[src/design/teq_pkg.sv]
`timescale 1ns / 1ps

package teq_pkg;

    // Queue geometry
    localparam int CAPACITY  = 64;
    localparam int TIME_BITS = 32;
    localparam int CNT_W     = $clog2(CAPACITY + 1);

    // Port widths
    localparam int IN_DATA_W  = 80;   // 78 bits of fields, padded to whole bytes
    localparam int OUT_DATA_W = 88;   // 85 bits of fields, padded to whole bytes

    // Input kind codes
    localparam logic KIND_INSERT = 1'b0;
    localparam logic KIND_GET    = 1'b1;

    // Result status codes
    typedef enum logic [1:0] {
        STATUS_OK    = 2'd0,
        STATUS_EMPTY = 2'd1,
        STATUS_FULL  = 2'd2,
        STATUS_DUP   = 2'd3
    } status_t;

    typedef logic [TIME_BITS-1:0] time_t;

    // One stored event
    typedef struct packed {
        time_t       ev_time;
        logic [9:0]  ev_backoff;
        logic [15:0] ev_delay;
        logic [7:0]  ev_source;
        logic [7:0]  ev_dest;
        logic [3:0]  ev_type;
    } event_t;

    // Per-cycle commands broadcast to every cell
    typedef struct packed {
        logic cmp_en;   // latch compare flags against the new event
        logic ins_en;   // insert the new event in order
        logic get_en;   // shift everything one cell toward the head
    } cell_ctrl_t;

endpackage

[src/design/teq_cell.sv]
`timescale 1ns / 1ps

module teq_cell
    import teq_pkg::*;
(
    input  logic       clk,
    input  logic       rst_n,
    input  cell_ctrl_t ctrl,
    input  event_t     new_ev,     // event being inserted
    input  event_t     left_ev,    // neighbor nearer the head
    input  logic       left_take,  // neighbor nearer the head opens up on insert
    input  event_t     right_ev,   // neighbor nearer the tail
    input  logic       occ,        // this cell holds a live event
    output logic       take,       // this cell moves on insert
    output logic       eq,         // live event with the same timestamp
    output event_t     ev
);

    event_t ev_reg;
    logic   gt_reg;
    logic   eq_reg;

    // Compare flags, latched in the compare state, ahead of the shift
    always_ff @(posedge clk or negedge rst_n)
    begin
        if (!rst_n)
        begin
            gt_reg <= 1'b0;
            eq_reg <= 1'b0;
        end
        else if (ctrl.cmp_en)
        begin
            gt_reg <= ev_reg.ev_time > new_ev.ev_time;
            eq_reg <= ev_reg.ev_time == new_ev.ev_time;
        end
    end

    // Stored event: shift toward the tail on insert, toward the head on get
    always_ff @(posedge clk)
    begin
        if (ctrl.ins_en && take)
        begin
            ev_reg <= left_take ? left_ev : new_ev;
        end
        else if (ctrl.get_en)
        begin
            ev_reg <= right_ev;
        end
    end

    assign take = !occ || gt_reg;
    assign eq   = occ && eq_reg;
    assign ev   = ev_reg;

endmodule

[config.mk]
export PLATFORM = sky130hd
export DESIGN_NAME = teq_cell
export DESIGN_NICKNAME = d
export VERILOG_FILES = /design/src/design/teq_pkg.sv /design/src/design/teq_cell.sv
export SDC_FILE = /design/constraint.sdc
export NUM_CORES = 1
export LEC_CHECK = 0
export BUFFER_PORTS_ARGS = -buffer_cell sky130_fd_sc_hd__buf_4
export CORE_AREA = 4 4 122 124
export CTS_CLUSTER_SIZE = 40
export DETAILED_ROUTE_END_ITERATION = 8
export DIE_AREA = 0 0 126 128
export GPL_TIMING_DRIVEN = 0
export PLACE_DENSITY_LB_ADDON = 0.15
export SETUP_SLACK_MARGIN = 0.05
export SYNTH_ARGS = -nofsm -noshare
export SYNTH_HDL_FRONTEND = slang
export SYNTH_SLANG_ARGS = --single-unit
[constraint.sdc]
create_clock -name clk -period 7.14 [get_ports clk]
set_input_delay 0 -clock clk [delete_from_list [all_inputs] [get_ports clk]]
set_output_delay 0 -clock clk [all_outputs]
set_load 0.02 [all_outputs]
==> run_results.csv, run 1 <==
group,metric,value,unit
worst_hold_path,min_to,"ev[11]",
route,ant_nets,0,
die,io_pins,321,
route,vias,5087,
timing,rsz0062_at_grt,"false",
layout,mostFrequentLayoutCells,"322 x buf_4, 86 x dlygate4sd3_1, 82 x nand2_1",
clock_network,cts.reportedPaths.clkPinSlew,60,ps
critical_path,worst_setup_path_end_kind,"flip-flop",
synthesis,synthAdderAreaFrac,0.0815,
die,die_area,0.0161,sq mm
timing,period_share,0.294,
critical_path,crit_required,7350,ps
layout,diodes,0,
die,fp.dieW,126,um
critical_path,setup.worst_path.start_class,"flip-flop",
timing,final.setup.tns,0,ps
worst_hold_path,worstHoldStart,"new_ev[11]",
layout,layout_commonest_cell,"buf_4",
clock_network,cts_tree,"built",
layout,fin_util,0.634,
die,rows,43,
clock_network,cts_buffers,9,
power,powerDensity,188,mW/mm^2
timing,slew_headroom,0.631,
route,drt_iter0_drc,139,
global_routing,grt_max_degree,43,
synthesis,synthMuxAreaShare,0.159,
global_routing,first_global_vias,5583,
clock_network,clock_latency,340,ps
layout,nFillCells,1138,
critical_path,crit_start,"gt_reg",
critical_path,reg2reg_to,"ev[53]",
critical_path,crit_fanout,10,
clock_network,cts-root-buf,"clkbuf_16",
power,total_power,0.00164,W
critical_path,cp.arrival,2310,ps
global_routing,overflow,0,
clock_network,h-tree-depth,3,
critical_path,rr_worst_depth,8,
global_routing,grtUsageTotal,0.223,
layout,final_area,0.00873,sq mm
die,core_area,0.0138,sq mm
critical_path,worstSetupPathType,"reg2reg",
placement,gp_congestion,0.899,
timing,worst_clock_skew,5.34,ps
clock_network,clockBufferDepth,2,
critical_path,reg2reg_from,"gt_reg",
die,die_h,128,um
layout,drive_above_1_share,0.414,
timing,finalHoldViolations,0,
timing,tightest_slew,553,ps
route,first_pass_iters,4,
route,routed_wl,18400,um
timing,setup_violations,0,
layout,area_growth,77.8,%
synthesis,yosysWarnings,0,
global_routing,grt_antenna_before_repair,0,
synthesis,synth-xor-area-share,0,
placement,dpl.hpwl,14200,um
synthesis,ys_top_cells_by_area,"edfxtp_1 48%, mux2i_1 16%, ha_1 8.2%",
synthesis,ys.flop_type,"edfxtp_1",
global_routing,grt_pass1_wl,28100,um
route,vias_per_cell,4.79,
timing,final-max-slew-violation-count,0,
synthesis,synthesis.area,0.00491,sq mm
synthesis,synth-simple-area-share,0.0999,
synthesis,synthDistinctLibCells,33,
synthesis,synth_compound_area_frac,0.114,
route,drt_drc_violations_left,0,
timing,period_minus_slack,2100,ps
layout,nNetsFinal,1149,
clock_network,cts_setup_buffers,0,
synthesis,syn_nets,732,
power,p_leak,4.32,nW
synthesis,synth_top_family_by_area,"multiplexers",
run,max-cap-violations,0,
layout,largest_register_ffs,78,
synthesis,ys_ff_latch,80,
synthesis,synth_cells,459,
die,initial_core_util,0.357,
synthesis,synthArstFlopShare,0.0250,
synthesis,synth_area_leader_cell,"edfxtp_1",
placement,io_buffers,319,
timing,max_clock_freq,476,MHz
clock_network,cts.sinks,80,
placement,post_dp_cell_area,0.00756,sq mm
synthesis,ys_seq_area_frac,0.487,
synthesis,synth.top_cell.area_share,0.477,
synthesis,syn_avg_cell_area,10.7,sq um
power,peakVddDrop,0.105,mV
critical_path,rrSetupSlack,5040,ps
worst_hold_path,holdPathStages,3,
status,run_status,"completed",
route,wire_per_inst,17.3,um
worst_hold_path,hold_class,"in2reg",
synthesis,synth_edf_count,78,
-- power breakdown --
group / total (W) / leakage, nW / switching [W] / internal (W)
Sequential: 0.000618 / 0.826 / 0.0000253 / 0.000593
Clock: 0.000487 / 0.153 / 0.000184 / 0.000303
Combinational: 0.000537 / 3.34 / 0.000267 / 0.000271
Total: 0.00164 / 4.32 / 0.000476 / 0.00117
-- synthesized netlist by cell type (3+ instances only) --
| library cell | number |
|---|---|
| nand2_1 | 82 |
| edfxtp_1 | 78 |
| mux2i_1 | 78 |
| o21ai_1 | 78 |
| inv_1 | 33 |
| ha_1 | 32 |
| buf_2 | 15 |
| a21oi_1 | 12 |
| nand3_1 | 6 |
| a21o_1 | 5 |
| buf_6 | 5 |
| nand4_1 | 5 |
| buf_4 | 3 |
| clkbuf_1 | 3 |
| o21ai_0 | 3 |
-- repair_timing --
action | CTS | global route
resized for setup | 0 | 0
hold buffers | 86 | 0
hold endpoints to repair | 82 | 0
-- critical path: stages (launching register included) --
cell,delay [ps]
dfrtp_1,370
nand2b_4,160
nand2_1,140
buf_4,230
buf_6,200
buf_6,170
nand2_1,60
o21ai_1,70
dlygate4sd3_1,560
-- final cells by class --
type | count | area, sq um | area share
Buffer | 26 | 165 | 0.0189
Clock buffer | 9 | 225 | 0.0258
Clock inverter | 7 | 86.3 | 0.00989
Inverter | 33 | 124 | 0.0142
Multi-Input combinational cell | 320 | 2240 | 0.256
Sequential cell | 80 | 2390 | 0.274
Tap cell | 180 | 225 | 0.0258
Timing Repair Buffer | 406 | 3280 | 0.375
-- per-stage QoR --
stage / std cells / hold slack, ps / setup slack [ps]
floorplan: 459 / -296 / 4040
global placement: 958 / -218 / 3000
detailed placement: 959 / -214 / 5040
CTS: 1061 / 0.231 / 5020
global route: 1061 / 9.48 / 4920
finish: 1061 / 10.2 / 5040
-- worst max-delay path by stage --
stage | endpoint | slack (ps) | cells after the start
global placement | ev[9] | 3000 | 5
detailed placement | ev[24] | 5040 | 6
CTS | ev[19] | 5020 | 6
global route | ev[53] | 4920 | 8
floorplan | ev[0] | 4040 | 5
finish | ev[53] | 5040 | 8
-- per-layer routing --
layer,global-route usage,wire (um)
met1,0.245,6660
met2,0.408,9730
met3,0.0663,1510
met4,0.0852,460
met5,0,0
-- cells by family after synthesis --
family	Yosys count
mux	78
flops	80
buf+inv	59
fa+ha+maj	32
simple gates	106
compound gates	104
Note: power is estimated with default switching activity, not from simulation.
==> inputs of run 2 (changes only) <==
CORE_AREA = 4 4 121 123   (was 4 4 122 124)
DIE_AREA = 0 0 125 127   (was 0 0 126 128)
clock period = 1.9 ns   (was 7.14 ns; I/O delays follow)
==> run 2 against run 1 <==
Hold slack barely moved; combinational power rose to 3.7 times the previous value; sequential cell count did not move; clock-buffer cell count rose by 1; critical path depth fell by 3; routed wire length fell by 1.6%; first-iteration DRC count rose by 64%.
==> run_results.csv, run 2 (same netlist as run 1, synthesis figures left out) <==
group,metric,value,unit
status,run_status,"completed",
die,initial_core_util,0.359,
layout,largest_register_ffs,78,
clock_network,h-tree-depth,3,
die,rows,43,
layout,fin_util,0.636,
critical_path,worstSetupPathType,"reg2reg",
route,ant_nets,0,
die,die_h,127,um
timing,setup_violations,0,
die,fp.dieW,125,um
clock_network,cts.sinks,80,
clock_network,cts_tree,"built",
critical_path,worst_setup_path_end_kind,"flip-flop",
global_routing,first_global_vias,5480,
route,routed_wl,18100,um
critical_path,crit_fanout,39,
layout,layout_commonest_cell,"buf_4",
global_routing,grt_pass1_wl,27600,um
power,total_power,0.00616,W
power,powerDensity,709,mW/mm^2
clock_network,cts-root-buf,"clkbuf_16",
die,core_area,0.0137,sq mm
power,p_leak,4.30,nW
timing,finalHoldViolations,0,
route,wire_per_inst,17.1,um
worst_hold_path,hold_class,"in2reg",
global_routing,grt_antenna_before_repair,0,
critical_path,setup.worst_path.start_class,"flip-flop",
critical_path,cp.arrival,1720,ps
timing,tightest_slew,605,ps
layout,mostFrequentLayoutCells,"321 x buf_4, 81 x nand2_1",
timing,worst_clock_skew,8.50,ps
placement,pre_cts_ws,-348,ps
route,vias,5018,
route,drt_iter0_drc,228,
global_routing,grt_max_degree,40,
power,peakVddDrop,0.530,mV
clock_network,cts_setup_buffers,0,
clock_network,cts_buffers,9,
die,io_pins,321,
clock_network,clockBufferDepth,2,
placement,dpl.hpwl,13800,um
global_routing,overflow,0,
layout,drive_above_1_share,0.422,
timing,period_share,0.926,
clock_network,cts.reportedPaths.clkPinSlew,70,ps
layout,nNetsFinal,1142,
placement,gp_congestion,0.877,
timing,final-max-slew-violation-count,0,
route,vias_per_cell,4.76,
timing,rsz0062_at_grt,"false",
run,max-cap-violations,0,
timing,setup_slack,140,ps
die,die_area,0.0159,sq mm
layout,area_growth,77.0,%
global_routing,grtUsageTotal,0.217,
timing,slew_headroom,0.597,
critical_path,crit_required,1860,ps
timing,period_minus_slack,1760,ps
route,first_pass_iters,6,
timing,max_clock_freq,568,MHz
placement,io_buffers,319,
layout,diodes,0,
route,drt_drc_violations_left,0,
clock_network,clock_latency,330,ps
run 2: cell types whose count changed in the layout (fill, tap and decap cells not counted), sizes merged:
| cell | before | now |
|---|---|---|
| clkinv | 4 | 2 |
| clkinvlp | 1 | 2 |
| nand2b | 3 | 5 |
| clkbuf | 12 | 13 |
| buf | 343 | 342 |
| dlygate4sd3 | 86 | 78 |
run 2: worst max-delay path, cell delays in order, from the launching register on:
cell and delay (ps):
dfrtp_1 340, nand2b_4 160, nand2_2 90, buf_6 150, buf_8 160, nand2b_4 460
run 2: through the flow:
| stage | hold slack [ps] | setup TNS (ps) | cells | area (sq um) |
|---|---|---|---|---|
| floorplan | -296 | 0 | 459 | 4920 |
| global placement | -217 | -26360 | 958 | 7540 |
| detailed placement | -215 | -26770 | 958 | 7540 |
| CTS | 0.433 | 0 | 1053 | 8650 |
| global route | 10.9 | 0 | 1054 | 8690 |
| finish | 10.2 | 0 | 1054 | 8690 |
run 2: path summary, 6_finish.rpt:
kind                            start  endpoint  slack, ps  cells past startpoint
max                            gt_reg     ev[1]        140                      5
min                        new_ev[45]    ev[45]         10                      3
max reg2reg                    gt_reg     ev[1]        140                      5
min reg2reg                    eq_reg    eq_reg        560                      2
max in group asynchronous       rst_n    gt_reg       1790                      2
min in group asynchronous       rst_n    eq_reg         20                      2
run 2: timing repair:
action / 4_1_cts / 5_1_grt
hold buffers: 78 / 0
cloned: 1 / 1
setup endpoints to repair: 78 / 79
gates resized for setup: 1 / 8
pin swaps: 0 / 1
endpoints found under the hold margin: 79 / 0
run 2: metal layers:
metal,up-vias,part of all wire,global-route usage
li1,2481,-,-
met1,2311,0.37,0.236
met2,203,0.53,0.401
met3,23,0.081,0.0702
met4,0,0.021,0.0682
met5,-,0,0
run 2: final cells by class:
class,count,area [sq um]
Clock inverter,6,83.8
Fill cell,1129,4970
Inverter,33,124
Buffer,26,173
Tap cell,180,225
Clock buffer,10,229
Timing Repair Buffer,397,3180
Multi-Input combinational cell,322,2290
Sequential cell,80,2390
run 2: power by group:
part           internal (W)  switching [W]  leakage, nW
clock network       0.00115       0.000703        0.146
registers           0.00223      0.0000945        0.826
logic              0.000999       0.000997         3.33
